==> src/rtl/skac_pkg.sv <==
`timescale 1ns / 1ps
`default_nettype none
package skac_pkg;

    // Fixed field widths
    localparam int SAMPLE_BITS          = 24;
    localparam int DB_TABLE_ENTRIES_DEF = 1024;
    localparam int CFG_W                = 25;
    localparam int CFG_IDX_W            = 3;

    // Register indexes
    localparam logic [CFG_IDX_W-1:0] CFG_THRESHOLD = 3'd0;
    localparam logic [CFG_IDX_W-1:0] CFG_KNEE      = 3'd1;
    localparam logic [CFG_IDX_W-1:0] CFG_KNEE_INV  = 3'd2;
    localparam logic [CFG_IDX_W-1:0] CFG_SLOPE     = 3'd3;
    localparam logic [CFG_IDX_W-1:0] CFG_ATTACK    = 3'd4;
    localparam logic [CFG_IDX_W-1:0] CFG_RELEASE   = 3'd5;
    localparam logic [CFG_IDX_W-1:0] CFG_MAKEUP    = 3'd6;
    localparam logic [CFG_IDX_W-1:0] CFG_WET       = 3'd7;

    // Register reset values
    localparam logic [14:0] RST_THRESHOLD = 15'h7400;
    localparam logic [12:0] RST_KNEE      = 13'd1536;
    localparam logic [21:0] RST_KNEE_INV  = 22'd5461;
    localparam logic [15:0] RST_SLOPE     = 16'hB333;
    localparam logic [23:0] RST_ATTACK    = 24'd16733653;
    localparam logic [23:0] RST_RELEASE   = 24'd16774303;
    localparam logic [24:0] RST_MAKEUP    = 25'd1398101;
    localparam logic [16:0] RST_WET       = 17'd65536;

    // Arithmetic constants
    localparam logic [31:0] DB_PER_OCTAVE_Q16 = 32'd394566;
    localparam logic [31:0] OCTAVE_PER_DB_Q24 = 32'd2786635;
    localparam logic [14:0] FLOOR_DB_MAG_Q8   = 15'd30720;
    localparam logic [12:0] KNEE_MIN_Q8       = 13'd3;

    typedef struct packed {
        logic signed [SAMPLE_BITS-1:0] left_sample;
        logic signed [SAMPLE_BITS-1:0] right_sample;
        logic signed [SAMPLE_BITS-1:0] key_left;
        logic signed [SAMPLE_BITS-1:0] key_right;
        logic                          use_key;
        logic                          block_end;
    } t_in_word;

    typedef struct packed {
        logic signed [SAMPLE_BITS-1:0] left_out;
        logic signed [SAMPLE_BITS-1:0] right_out;
        logic [15:0]                   reduction_now;
        logic [15:0]                   block_max_reduction;
    } t_out_word;

    // Multiplier operand selection
    typedef enum logic [3:0] {
        MUL_NONE, MUL_SQ, MUL_DB, MUL_HI, MUL_T2, MUL_KH, MUL_QN, MUL_ENV,
        MUL_EOCT, MUL_ROOT, MUL_MK, MUL_WET, MUL_LEFT, MUL_RIGHT
    } t_mul_sel;

    // Register update selection
    typedef enum logic [4:0] {
        UPD_NONE, UPD_LOAD, UPD_NORM, UPD_SQ, UPD_LVL, UPD_TGT_HI, UPD_Q,
        UPD_TGT_MID, UPD_ENV, UPD_EOCT, UPD_ROOT, UPD_GAIN, UPD_GM, UPD_COEF,
        UPD_LEFT, UPD_RIGHT, UPD_EMIT
    } t_upd;

    typedef struct packed {
        t_mul_sel    mul;
        t_upd        upd;
        logic [4:0]  k;
    } t_cmd;

    typedef struct packed {
        logic knee_hi;
        logic knee_mid;
        logic out_busy;
    } t_status;

    typedef logic [16:0][31:0] t_root_tab;

    function automatic logic [63:0] isqrt64(input logic [63:0] v);
        logic [63:0] res;
        logic [63:0] rem;
        logic [63:0] bitv;
        res = '0;
        rem = v;
        for (int i = 31; i >= 0; i--) begin
            bitv = 64'd1 << (2 * i);
            if (rem >= res + bitv) begin
                rem = rem - (res + bitv);
                res = (res >> 1) + bitv;
            end else begin
                res = res >> 1;
            end
        end
        return res;
    endfunction

    // Q2.30 values of 2^(2^-k), by repeated square roots
    function automatic t_root_tab build_roots();
        t_root_tab   t;
        logic [63:0] r;
        r    = 64'd1 << 31;
        t[0] = r[31:0];
        for (int k = 1; k < 17; k++) begin
            r    = isqrt64(r << 30);
            t[k] = r[31:0];
        end
        return t;
    endfunction

    localparam t_root_tab ROOT_TAB = build_roots();

endpackage
`default_nettype wire

==> src/rtl/skac_ctrl.sv <==
`timescale 1ns / 1ps
`default_nettype none
module skac_ctrl (
    input  wire logic              i_clk,
    input  wire logic              i_rst_n,
    input  wire logic              i_in_valid,
    output logic                   o_in_stall,
    input  skac_pkg::t_status      i_status,
    output skac_pkg::t_cmd         o_cmd
);
    import skac_pkg::*;

    typedef enum logic [27:0] {
        S_IDLE    = 28'h0000001,
        S_NORM    = 28'h0000002,
        S_SQ_MUL  = 28'h0000004,
        S_SQ_UPD  = 28'h0000008,
        S_DB_MUL  = 28'h0000010,
        S_LVL     = 28'h0000020,
        S_BRANCH  = 28'h0000040,
        S_HI_UPD  = 28'h0000080,
        S_KH_MUL  = 28'h0000100,
        S_Q_UPD   = 28'h0000200,
        S_QN_MUL  = 28'h0000400,
        S_MID_UPD = 28'h0000800,
        S_ENV_MUL = 28'h0001000,
        S_ENV_UPD = 28'h0002000,
        S_E_MUL   = 28'h0004000,
        S_E_UPD   = 28'h0008000,
        S_RT_MUL  = 28'h0010000,
        S_RT_UPD  = 28'h0020000,
        S_GAIN    = 28'h0040000,
        S_MK_MUL  = 28'h0080000,
        S_GM_UPD  = 28'h0100000,
        S_WT_MUL  = 28'h0200000,
        S_COEF    = 28'h0400000,
        S_LO_MUL  = 28'h0800000,
        S_LO_UPD  = 28'h1000000,
        S_RO_MUL  = 28'h2000000,
        S_RO_UPD  = 28'h4000000,
        S_EMIT    = 28'h8000000
    } t_state;

    localparam logic [4:0] SQ_LAST   = 5'd15;
    localparam logic [4:0] ROOT_LAST = 5'd16;

    t_state     r_state, n_state;
    logic [4:0] r_cnt, n_cnt;

    assign o_in_stall = (r_state != S_IDLE);

    // Sequence one frame through the shared multiplier
    always_comb begin
        n_state   = r_state;
        n_cnt     = r_cnt;
        o_cmd.mul = MUL_NONE;
        o_cmd.upd = UPD_NONE;
        o_cmd.k   = r_cnt;
        case (r_state)
            S_IDLE: begin
                if (i_in_valid) begin
                    o_cmd.upd = UPD_LOAD;
                    n_state   = S_NORM;
                end
            end
            S_NORM: begin
                o_cmd.upd = UPD_NORM;
                n_cnt     = '0;
                n_state   = S_SQ_MUL;
            end
            S_SQ_MUL: begin
                o_cmd.mul = MUL_SQ;
                n_state   = S_SQ_UPD;
            end
            S_SQ_UPD: begin
                o_cmd.upd = UPD_SQ;
                if (r_cnt == SQ_LAST) begin
                    n_cnt   = '0;
                    n_state = S_DB_MUL;
                end else begin
                    n_cnt   = r_cnt + 5'd1;
                    n_state = S_SQ_MUL;
                end
            end
            S_DB_MUL: begin
                o_cmd.mul = MUL_DB;
                n_state   = S_LVL;
            end
            S_LVL: begin
                o_cmd.upd = UPD_LVL;
                n_state   = S_BRANCH;
            end
            S_BRANCH: begin
                if (i_status.knee_hi) begin
                    o_cmd.mul = MUL_HI;
                    n_state   = S_HI_UPD;
                end else if (i_status.knee_mid) begin
                    o_cmd.mul = MUL_T2;
                    n_state   = S_KH_MUL;
                end else begin
                    n_state   = S_ENV_MUL;
                end
            end
            S_HI_UPD: begin
                o_cmd.upd = UPD_TGT_HI;
                n_state   = S_ENV_MUL;
            end
            S_KH_MUL: begin
                o_cmd.mul = MUL_KH;
                n_state   = S_Q_UPD;
            end
            S_Q_UPD: begin
                o_cmd.upd = UPD_Q;
                n_state   = S_QN_MUL;
            end
            S_QN_MUL: begin
                o_cmd.mul = MUL_QN;
                n_state   = S_MID_UPD;
            end
            S_MID_UPD: begin
                o_cmd.upd = UPD_TGT_MID;
                n_state   = S_ENV_MUL;
            end
            S_ENV_MUL: begin
                o_cmd.mul = MUL_ENV;
                n_state   = S_ENV_UPD;
            end
            S_ENV_UPD: begin
                o_cmd.upd = UPD_ENV;
                n_state   = S_E_MUL;
            end
            S_E_MUL: begin
                o_cmd.mul = MUL_EOCT;
                n_state   = S_E_UPD;
            end
            S_E_UPD: begin
                o_cmd.upd = UPD_EOCT;
                n_cnt     = '0;
                n_state   = S_RT_MUL;
            end
            S_RT_MUL: begin
                o_cmd.mul = MUL_ROOT;
                n_state   = S_RT_UPD;
            end
            S_RT_UPD: begin
                o_cmd.upd = UPD_ROOT;
                if (r_cnt == ROOT_LAST) begin
                    n_cnt   = '0;
                    n_state = S_GAIN;
                end else begin
                    n_cnt   = r_cnt + 5'd1;
                    n_state = S_RT_MUL;
                end
            end
            S_GAIN: begin
                o_cmd.upd = UPD_GAIN;
                n_state   = S_MK_MUL;
            end
            S_MK_MUL: begin
                o_cmd.mul = MUL_MK;
                n_state   = S_GM_UPD;
            end
            S_GM_UPD: begin
                o_cmd.upd = UPD_GM;
                n_state   = S_WT_MUL;
            end
            S_WT_MUL: begin
                o_cmd.mul = MUL_WET;
                n_state   = S_COEF;
            end
            S_COEF: begin
                o_cmd.upd = UPD_COEF;
                n_state   = S_LO_MUL;
            end
            S_LO_MUL: begin
                o_cmd.mul = MUL_LEFT;
                n_state   = S_LO_UPD;
            end
            S_LO_UPD: begin
                o_cmd.upd = UPD_LEFT;
                n_state   = S_RO_MUL;
            end
            S_RO_MUL: begin
                o_cmd.mul = MUL_RIGHT;
                n_state   = S_RO_UPD;
            end
            S_RO_UPD: begin
                o_cmd.upd = UPD_RIGHT;
                n_state   = S_EMIT;
            end
            S_EMIT: begin
                if (!i_status.out_busy) begin
                    o_cmd.upd = UPD_EMIT;
                    n_state   = S_IDLE;
                end
            end
            default: begin
                n_state = S_IDLE;
                n_cnt   = '0;
            end
        endcase
    end

    always_ff @(posedge i_clk) begin
        if (!i_rst_n) begin
            r_state <= S_IDLE;
            r_cnt   <= '0;
        end else begin
            r_state <= n_state;
            r_cnt   <= n_cnt;
        end
    end

endmodule
`default_nettype wire

==> config.mk <==
export PLATFORM = sky130hd
export DESIGN_NAME = skac_ctrl
export DESIGN_NICKNAME = d
export VERILOG_FILES = /design/src/rtl/skac_pkg.sv /design/src/rtl/skac_ctrl.sv
export SDC_FILE = /design/constraint.sdc
export NUM_CORES = 1
export LEC_CHECK = 0
export ABC_AREA = 1
export ABC_CLOCK_PERIOD_IN_PS = 1700
export BUFFER_PORTS_ARGS = -buffer_cell sky130_fd_sc_hd__clkbuf_2
export CAP_MARGIN = 20
export CORE_MARGIN = 1.5
export CORE_UTILIZATION = 45
export DETAILED_ROUTE_END_ITERATION = 10
export PLACE_DENSITY = 0.62
export SLEW_MARGIN = 5
export SYNTH_ARGS = -nofsm -noshare
export SYNTH_HDL_FRONTEND = slang
export SYNTH_SLANG_ARGS = --single-unit
==> constraint.sdc <==
create_clock -name i_clk -period 1.7 [get_ports i_clk]
set_clock_uncertainty 0.05 [all_clocks]
set_input_delay 0.34 -clock i_clk [delete_from_list [all_inputs] [get_ports i_clk]]
set_output_delay 0.34 -clock i_clk [all_outputs]
set_load 0.05 [all_outputs]
* Word level (Yosys, flattened, before mapping)
Index checks and enable logic that the tools add are counted.
** Operators by class
- Add/subtract/negate cells :: 1
- Multiply operators :: 0
- Divide/modulo/power cells :: 0
- $lt $le $gt $ge :: 0
- Equality and inequality tests :: 33
- Shift operators :: 0
- Muxes and demuxes :: 16
- Bitwise logic cells :: 0
- Reduce and logical (&&, ||, !) cells :: 3
** Operators by type and width (number)
- $pmux W28 S27 :: 1
- $pmux W5 S16 :: 1
- $mux W28 :: 2
- $pmux W4 S12 :: 1
- $eq A28 B1 Y1 const B :: 1
- $eq A28 B10 Y1 const B :: 1
- $eq A28 B11 Y1 const B :: 1
- $eq A28 B12 Y1 const B :: 1
- $eq A28 B13 Y1 const B :: 1
- $eq A28 B14 Y1 const B :: 1
- $eq A28 B15 Y1 const B :: 1
- $eq A28 B16 Y1 const B :: 1
- $eq A28 B17 Y1 const B :: 1
- $eq A28 B18 Y1 const B :: 1
- $eq A28 B19 Y1 const B :: 1
- $eq A28 B2 Y1 const B :: 1
- $eq A28 B20 Y1 const B :: 1
- $eq A28 B21 Y1 const B :: 1
- $eq A28 B22 Y1 const B :: 1
- $eq A28 B23 Y1 const B :: 1
- $eq A28 B24 Y1 const B :: 1
- $eq A28 B25 Y1 const B :: 1
- $eq A28 B26 Y1 const B :: 1
- $eq A28 B27 Y1 const B :: 1
- other kinds (22) :: 28
** Storage, ports and cells
- Register bits :: 33
- Latch bits :: 0
- Bits in writable memories :: 0
- Bits in read-only memories :: 0
- Input port bits :: 6
- Logic and storage cells :: 55
- Memories :: 0

* Longest topological paths before layout
Gate-level depths: netlist (run 1).
- Depth in word-level cells :: 3
- Gate-level depth with buffers :: 15
- Mapped depth without buffers :: 15

* Least setup slack after synthesis (run 1)
Ideal clock, no wire load.
- Path kind :: reg2out
- Start point :: register r_state[20]
- End point :: output port o_cmd[6] (netlist name)
- Arrival time :: 1.796 ns
- Required time :: 1.310 ns
- Setup slack :: -0.486 ns
- Cell stages (with the launch flop) :: 7
- Path buffers :: 1
- Cell sequence :: dfxtp_1 > nor2_2 > nand2_4 > nor2_8 > nand2_4 > buf_6 > o2111ai_1
** RTL lines
- start, declared :: line skac_ctrl.sv:47 : t_state r_state, n_state;
- start signal, assigned :: line skac_ctrl.sv:209 : r_state <= n_state;
- end, declared :: line skac_ctrl.sv:9 : output skac_pkg::t_cmd o_cmd

==> results_dict.tcl, run 1 <==
set metrics [dict create \
    synthToLayoutAreaGrowth_pct 101 \
    routed_wl_um 13200 \
    clock_sinks 33 \
    cp-start-kind "flop" \
    vdd_drop_max_mv 0.903 \
    drive_gt1_share_pct 61.7 \
    syn_area_per_cell_sq_um 5.95 \
    grt_pass1_vias 3131 \
    cts_tree "done" \
    grt_overflow_total 0 \
    postRouteAntennaNets 0 \
    worst_ep_arrival_time_ps 2130 \
    required_ps 1310 \
    setup_violations 39 \
    yosysSeqAreaShare_pct 27.9 \
    ys_types 31 \
    num-fill-cells 163 \
    fmax_mhz 397 \
    io_pins 21 \
    cts.reportedPaths.clkPinSlew_ps 80 \
    final_area_sq_um 4750 \
    final_core_util_pct 93.6 \
    final_common_cell "buf_4" \
    root_buffer "clkbuf_8" \
    status "finished, violations left" \
    hold_path.class "input port to flop" \
    layout_common_cells "buf_4, nand2_1, inv_1" \
    clk_latency_ps 300 \
    dr.pass1.iters 6 \
    cts_buffer_depth 2 \
    cts_made_buffers 5 \
    die_x_um 75.5 \
    crit_path_max_fanout 4 \
    power_density_nw_per_um2 842 \
    cp-end-kind "output port" \
    violations "negative setup slack" \
    die-area_sq_um 5700 \
    antenna_cells 0 \
    hold_violations 0 \
    drc 0 \
    rsz0062_at_grt "yes" \
    vias_per_cell 5.88 \
    ctsHoldBuffers 0 \
    max_slew_margin_pct 69.4 \
    fin_crit_ps 2520 \
    htree_levels 2 \
    crit_type "flop to output port" \
    die_h_um 75.5 \
    synthesis.instances 398 \
    vias 3683 \
    drv_slew 0 \
    core_area_sq_um 5070 \
    grt_usage_pct 33.6 \
    ys_ff_latch 33 \
    hpwl_um 5810 \
    first_iter_violations 430 \
    placedInstanceArea_sq_um 3560 \
    io_buffers 20 \
    tightest_slew_ps 457 \
    timing.final.ws_setup_ps -822 \
    p_leak_nw 2.27 \
    synth_nets 408 \
    finalNetCount 565 \
    drv_cap 0 \
    wl_per_cell_um 21.1 \
    gp_congestion 0.921 \
    initial_core_util_pct 46.6 \
    grt_max_degree 12 \
    min_period_over_period_pct 148 \
    yosysWarnings 0 \
    grt_pass1_wl_um 14200 \
    syn_area_sq_um 2370 \
    num_rows 26 \
    antenna_found_initial 0 \
]
[layer usage]
layer | vias to the layer above | GRT usage (%) | wire length (um)
met5 | - | 0 | 0
met4 | 0 | 17.3 | 1300
met3 | 136 | 6.35 | 1280
met2 | 289 | 61.0 | 6230
met1 | 1704 | 37.1 | 4380
li1 | 1554 | - | -
[through the flow]
stage | TNS (ps) | total power (W) | hold WS, ps | setup WS [ps] | std cells
2_1_floorplan | -2970 | 0.00183 | 416 | -234 | 398
3_3_place_gp | -7590 | 0.00234 | 462 | -308 | 575
3_5_place_dp | -8570 | 0.00236 | 465 | -349 | 575
4_1_cts | -10600 | 0.00338 | 243 | -532 | 609
5_1_grt | -17200 | 0.00410 | 309 | -805 | 626
6_report | -15240 | 0.00400 | 308 | -822 | 626
[synth_stat cells (all sizes together)]
library cell  instances  share of area, %
nor2                113                21
nand2                88                16
inv                  67                11
nand3                46               9.9
dfxtp                33                28
nor3                 11               2.8
a21oi                 7               1.5
nand4                 7               1.8
buf                   5               2.1
ha                    4               2.1
a31oi                 2              0.53
clkbuf                2              0.32
nand3b                2              0.63
nor4                  2              0.53
o2111ai               2              0.74
o21ai                 2              0.42
a21o                  1              0.32
clkinv                1              0.16
o31ai                 1              0.32
or2                   1              0.37
xnor2                 1              0.37
[path summary, 6_finish.rpt]
kind | start | to | slack [ps] | cells past startpoint
max | r_state[23]$_SDFFE_PN0P_ | o_cmd[7] | -820 | 9
min reg2reg | r_cnt[3]$_SDFFE_PN0N_ | r_cnt[3]$_SDFFE_PN0N_ | 490 | 2
max reg2reg | r_state[3]$_SDFFE_PN0P_ | r_cnt[0]$_SDFFE_PN0N_ | -370 | 16
min | i_rst_n | r_state[0]$_SDFFE_PN1P_ | 310 | 2
[worst max-delay path: stages, from the launching register on]
cell and delay (ps):
dfxtp_2 370, nor2_4 50, nand2_4 120, nor2_8 70, buf_4 140, nand2_1 160, a21oi_2 100, nor2_2 310
o2111ai_4 270, buf_12 230
[repair_timing]
action                                  4_1_cts  5_1_grt
cloned                                        2        1
setup buffers                                27       24
resized for setup                            98      119
endpoints found under the setup margin       39       40
pin swaps                                    26       44
[sequential cells by signal (all words and copies together) (netlist names)]
| register | count |
|---|---|
| r_state | 28 |
| r_cnt | 5 |
[final cells by class]
| type | instances | area (sq um) | area share [%] |
|---|---|---|---|
| multi-input cells | 291 | 2150 | 45.2 |
| flip-flops and latches | 33 | 698 | 14.7 |
| repair inverters | 1 | 11.3 | 0.237 |
| inverters | 68 | 273 | 5.74 |
| well taps | 70 | 87.6 | 1.84 |
| repair buffers | 155 | 1460 | 30.6 |
| clock buffers | 8 | 80.1 | 1.69 |
[logic make-up (layout without fill, tap and decap cells)]
logic type / Yosys count / after routing / share of synthesized area [%]
and+or+nand+nor: 270 / 271 / 52.6
buffers and inverters: 75 / 232 / 13.2
DFF: 33 / 33 / 27.9
AOI/OAI and AO/OA: 15 / 15 / 3.81
adders and majority gates: 4 / 4 / 2.11
xor gates and xnor gates: 1 / 1 / 0.370
[power breakdown]
part | switching, W | total, W | internal [W]
Clock | 0.000319 | 0.000611 | 0.000292
Combinational | 0.00137 | 0.00249 | 0.00112
Sequential | 0.0000700 | 0.000898 | 0.000828
Power figures use the tool's default switching activity.
==> inputs of run 2 (changes only) <==
BUFFER_PORTS_ARGS = unset   (was -buffer_cell sky130_fd_sc_hd__clkbuf_2)
DONT_BUFFER_PORTS = 1   (was unset)
PLACE_DENSITY = 0.59   (was 0.62)
==> results_dict.tcl, run 2 (same netlist as run 1, synthesis figures left out) <==
set metrics [dict create \
    grt_pass1_wl_um 13700 \
    hold_path.class "input port to flop" \
    first_iter_violations 353 \
    p_comb_share_pct 60.0 \
    worst_ep_arrival_time_ps 2120 \
    final_common_cell "buf_4" \
    drc 0 \
    drive_gt1_share_pct 58.5 \
    num_rows 26 \
    cts_buffer_depth 2 \
    finalNetCount 550 \
    cts_made_buffers 5 \
    whs_ps 86.9 \
    antenna_found_initial 0 \
    place_inst 555 \
    dpl_worst_slack_ps -364 \
    vias_per_cell 5.81 \
    cp-end-kind "output port" \
    die-area_sq_um 5700 \
    hpwl_um 5580 \
    power_density_nw_per_um2 841 \
    layout.cells.non_filler 610 \
    synthToLayoutAreaGrowth_pct 94.9 \
    initial_core_util_pct 46.6 \
    htree_levels 2 \
    cp-start-kind "flop" \
    tightest_slew_ps 544 \
    io_buffers 0 \
    ctsHoldBuffers 0 \
    vdd_drop_max_mv 0.850 \
    cts.reportedPaths.clkPinSlew_ps 70 \
    path_cells "nor2_4 > nand2_4 > nor2_4 > buf_6 > buf_6 > nand2_1 > nor2_2 > inv_1 > nand2_1 > nor2_2 > nand2_4" \
    postRouteAntennaNets 0 \
    top_regs "r_state x28, r_cnt x5" \
    vias 3543 \
    top_register "r_state" \
    cts_tree "done" \
    grt_max_degree 24 \
    status "finished, violations left" \
    crit_type "flop to output port" \
    rsz0062_at_grt "yes" \
    routed_wl_um 12500 \
    grt_overflow_total 0 \
    swShare_pct 44.8 \
    violations "negative setup slack" \
    antenna_cells 0 \
    max_stage_delay_ps 350 \
    p_seq_share_pct 23.9 \
    clkPwrFrac_pct 16.1 \
    largest_reg_flops 28 \
    io_pins 21 \
    drv_slew 0 \
    power.switching_w 0.00174 \
    grt_usage_pct 32.6 \
    layout_common_cells "buf_4, nor2_1, inv_1, nand2_1, nor2_4" \
    die_x_um 75.5 \
    fin_crit_ps 2510 \
    required_ps 1310 \
    clk_latency_ps 300 \
    cpMaxStageDelayCell "dfxtp_2" \
    power.internal_w 0.00214 \
    crit_path_max_fanout 6 \
    max_slew_margin_pct 63.5 \
    p_leak_nw 2.21 \
    power.total_w 0.00388 \
    min_period_over_period_pct 148 \
    setup_violations 40 \
    wl_per_cell_um 20.4 \
    dr.pass1.iters 5 \
    hold_violations 0 \
    clock_sinks 33 \
    die_h_um 75.5 \
    gp_congestion 0.917 \
    fmax_mhz 399 \
    drv_cap 0 \
    root_buffer "clkbuf_8" \
    core_area_sq_um 5070 \
    timing.final.ws_setup_ps -809 \
    grt_pass1_vias 2963 \
]
run 2: cell types whose count changed in the layout (fill, tap and decap cells not counted), sizes merged:
cell	previous run	this run
buf	144	138
clkbuf	19	7
inv	68	70
run 2: worst paths after layout:
path	slack, ps	startpoint	to	cells after the start
max reg2reg	-630	r_state[6]$_SDFFE_PN0P_	r_cnt[0]$_SDFFE_PN0N_	17
max	-810	r_state[6]$_SDFFE_PN0P_	o_cmd[13]	11
min reg2reg	480	r_cnt[1]$_SDFFE_PN0N_	r_cnt[1]$_SDFFE_PN0N_	2
min	90	i_rst_n	r_state[0]$_SDFFE_PN1P_	1
run 2: through the flow:
step	util, %	TNS, ps	instance area, sq um
CTS	81.5	-8570	4130
floorplan	-	-2970	2620
global route	90.9	-20320	4610
finish	90.9	-16870	4610
detailed placement	67.4	-7090	3420
global placement	67.4	-5620	3420
run 2: timing repair:
| action | 4_1_cts | 5_1_grt |
|---|---|---|
| gates cloned | 4 | 0 |
| resized for setup | 101 | 91 |
| setup buffers | 27 | 19 |
| hold endpoints to repair | 0 | 0 |
| pin swaps | 28 | 42 |
| endpoints found under the setup margin | 38 | 41 |
run 2: cell type report:
class | instances | area [sq um]
sequential | 33 | 697
timing repair inverter | 3 | 38.8
multi-input combinational | 291 | 2190
tap | 70 | 87.6
timing repair buffer | 138 | 1230
clock buffer | 7 | 86.3
fill | 202 | 460
inverter | 68 | 280
run 2: power groups by stage:
| stage | Sequential [W] | Combinational [W] | Clock (W) |
|---|---|---|---|
| 2_1_floorplan | 0.000963 | 0.000872 | 0 |
| 3_3_place_gp | 0.000919 | 0.00131 | 0 |
| 3_5_place_dp | 0.000922 | 0.00133 | 0 |
| 4_1_cts | 0.000906 | 0.00183 | 0.000622 |
| 5_1_grt | 0.000936 | 0.00243 | 0.000655 |
| 6_report | 0.000929 | 0.00233 | 0.000623 |
run 2: layer usage:
layer  part of all wire, %  up-vias  global-route usage (%)  wire [um]
met3                   9.6      109                    5.42       1200
met1                    35     1630                    38.7       4430
met2                    46      279                    55.8       5780
met5                     0        -                       0          0
li1                      -     1525                       -          -
met4                   8.6        0                    18.5       1070
run 2: worst max-delay path: cells and delay by family, from the launching register on:
family	cells	cell delay (ps)
buf+inv	3	390
flops	1	350
simple gates	8	1080
==> inputs of run 3 (changes only) <==
ABC_CLOCK_PERIOD_IN_PS = 2900   (was 1700)
PLACE_DENSITY = 0.57   (was 0.59)
clock period = 2.9 ns   (was 1.7 ns; I/O delays follow)
==> results_dict.tcl, run 3 (same netlist as run 1, synthesis figures left out) <==
set metrics [dict create \
    crit_type "flop to output port" \
    largest_reg_flops 28 \
    io_pins 21 \
    max_stage_delay_ps 330 \
    grt_max_degree 24 \
    reg2regPathDepth 11 \
    cpMaxStageDelayCell "dfxtp_1" \
    drive_gt1_share_pct 12.4 \
    drc 0 \
    first_iter_violations 143 \
    rsz0062_at_grt "no" \
    fmax_mhz 360 \
    grt_pass1_vias 2145 \
    die-area_sq_um 5700 \
    p_comb_share_pct 34.7 \
    cp-end-kind "output port" \
    p_seq_share_pct 35.9 \
    place_inst 473 \
    min_period_over_period_pct 95.8 \
    synthToLayoutAreaGrowth_pct 10.4 \
    postCtsSetupBuffers 0 \
    postRouteAntennaNets 0 \
    layout_common_cells "nor2_1, nand2_1, inv_1" \
    clk_latency_ps 290 \
    die_h_um 75.5 \
    dr.pass1.iters 4 \
    crit_family "simple AND/OR/NAND/NOR gates" \
    root_buffer "clkbuf_8" \
    setup_violations 0 \
    cts.reportedPaths.clkPinSlew_ps 70 \
    ctsHoldBuffers 0 \
    power_density_nw_per_um2 590 \
    placedInstanceArea_sq_um 2490 \
    hold_path.class "input port to flop" \
    gp_congestion 0.862 \
    power.switching_w 0.000630 \
    cts_made_buffers 5 \
    vias 2379 \
    num_rows 26 \
    r2r_start "r_state[20]$_SDFFE_PN0P_" \
    finalNetCount 420 \
    cp-start-kind "flop" \
    grt_usage_pct 23.0 \
    cp_num_buf_inv 2 \
    clkPwrFrac_pct 29.4 \
    final_area_sq_um 2610 \
    initial_core_util_pct 46.6 \
    swShare_pct 40.9 \
    wl_per_cell_um 12.9 \
    drv_cap 0 \
    cts_buffer_depth 2 \
    top_register "r_state" \
    postCtsResizedCells 0 \
    reg2reg_to "r_state[12]$_SDFFE_PN0P_" \
    crit_top_cell "nor2_1" \
    core_area_sq_um 5070 \
    hpwl_um 4940 \
    timing.final.ws_setup_ps 121 \
    r2r_slack_ps 660 \
    cts_tree "done" \
    grt_pass1_wl_um 9720 \
    hold_violations 0 \
    worst_ep_arrival_time_ps 2150 \
    drv_slew 0 \
    antenna_found_initial 0 \
    clock_sinks 33 \
    die_x_um 75.5 \
    status "finished, final reports clean" \
    vdd_drop_max_mv 0.318 \
    startpoint "r_state[6]$_SDFFE_PN0P_" \
    endpoint "o_cmd[8]" \
    htree_levels 2 \
    antenna_cells 0 \
    tightest_slew_ps 630 \
    cp.depth 9 \
    finalSetupTns_ps 0 \
    dpl_worst_slack_ps 432 \
    fin_crit_ps 2780 \
    layout.cells.non_filler 481 \
    routed_wl_um 6230 \
    path_cells "nor2_1 > nand2_1 > nor2_2 > buf_4 > nand3b_1 > nor2_1 > nor2_1 > nand4_1 > buf_4" \
    final_core_util_pct 51.5 \
    max_slew_margin_pct 58.0 \
    crit_path_max_fanout 10 \
    p_leak_nw 1.33 \
    top_regs "r_state x28, r_cnt x5" \
    required_ps 2270 \
    final_common_cell "nor2_1" \
    io_buffers 0 \
    vias_per_cell 4.95 \
    grt_overflow_total 0 \
    num-fill-cells 571 \
    power.internal_w 0.000912 \
]
-- run 3: changes by cell type in the layout (fill, tap and decap cells not counted), moves of 12 or more --
cell,before,now
nand3_2,18,1
nand2_2,18,6
nor2_1,61,99
buf_6,26,0
dfxtp_2,23,0
nand2_1,54,78
buf_4,104,12
nor2_4,37,2
nand3_1,21,45
dfxtp_1,8,33
-- run 3: layout make-up --
class	count	area (sq um)	share of cell area, %
sequential	33	661	25.3
inverter	68	255	9.77
tap	70	87.6	3.35
clock inverter	1	30.0	1.15
multi-input combinational	290	1400	53.7
clock buffer	7	86.3	3.30
timing repair buffer	12	90.1	3.45
-- run 3: worst min-delay path by stage --
stage / start / endpoint / slack, ps / cells past startpoint
6_report: i_rst_n / r_state[0]$_SDFFE_PN1P_ / 340 / 1
5_1_grt: i_rst_n / r_state[0]$_SDFFE_PN1P_ / 340 / 1
4_1_cts: i_rst_n / r_state[0]$_SDFFE_PN1P_ / 340 / 1
3_5_place_dp: r_state[0]$_SDFFE_PN1P_ / r_state[2]$_SDFFE_PN0P_ / 590 / 3
3_3_place_gp: r_state[0]$_SDFFE_PN1P_ / r_state[2]$_SDFFE_PN0P_ / 590 / 3
2_1_floorplan: r_state[0]$_SDFFE_PN1P_ / r_state[2]$_SDFFE_PN0P_ / 530 / 3
-- run 3: per-layer routing --
layer | GRT usage, % | vias to the layer above | routed length, um
li1 | - | 1263 | -
met1 | 29.7 | 1040 | 2940
met2 | 38.1 | 66 | 2760
met3 | 6.35 | 10 | 419
met4 | 5.36 | 0 | 100
met5 | 0 | - | 0
-- run 3: power by group through the flow --
| stage | Clock [W] | Combinational (W) | Sequential (W) |
|---|---|---|---|
| after global routing | 0.000483 | 0.000594 | 0.000557 |
| after detailed placement | 0 | 0.000526 | 0.000563 |
| final | 0.000453 | 0.000536 | 0.000553 |
| after floorplan | 0 | 0.000439 | 0.000561 |
| after CTS | 0.000466 | 0.000527 | 0.000553 |
| after global placement | 0 | 0.000528 | 0.000564 |
-- run 3: per-stage QoR --
stage	power, W	hold slack (ps)
finish	0.00154	345
global route	0.00163	342
floorplan	0.00100	527
detailed placement	0.00109	585
CTS	0.00155	336
global placement	0.00109	591
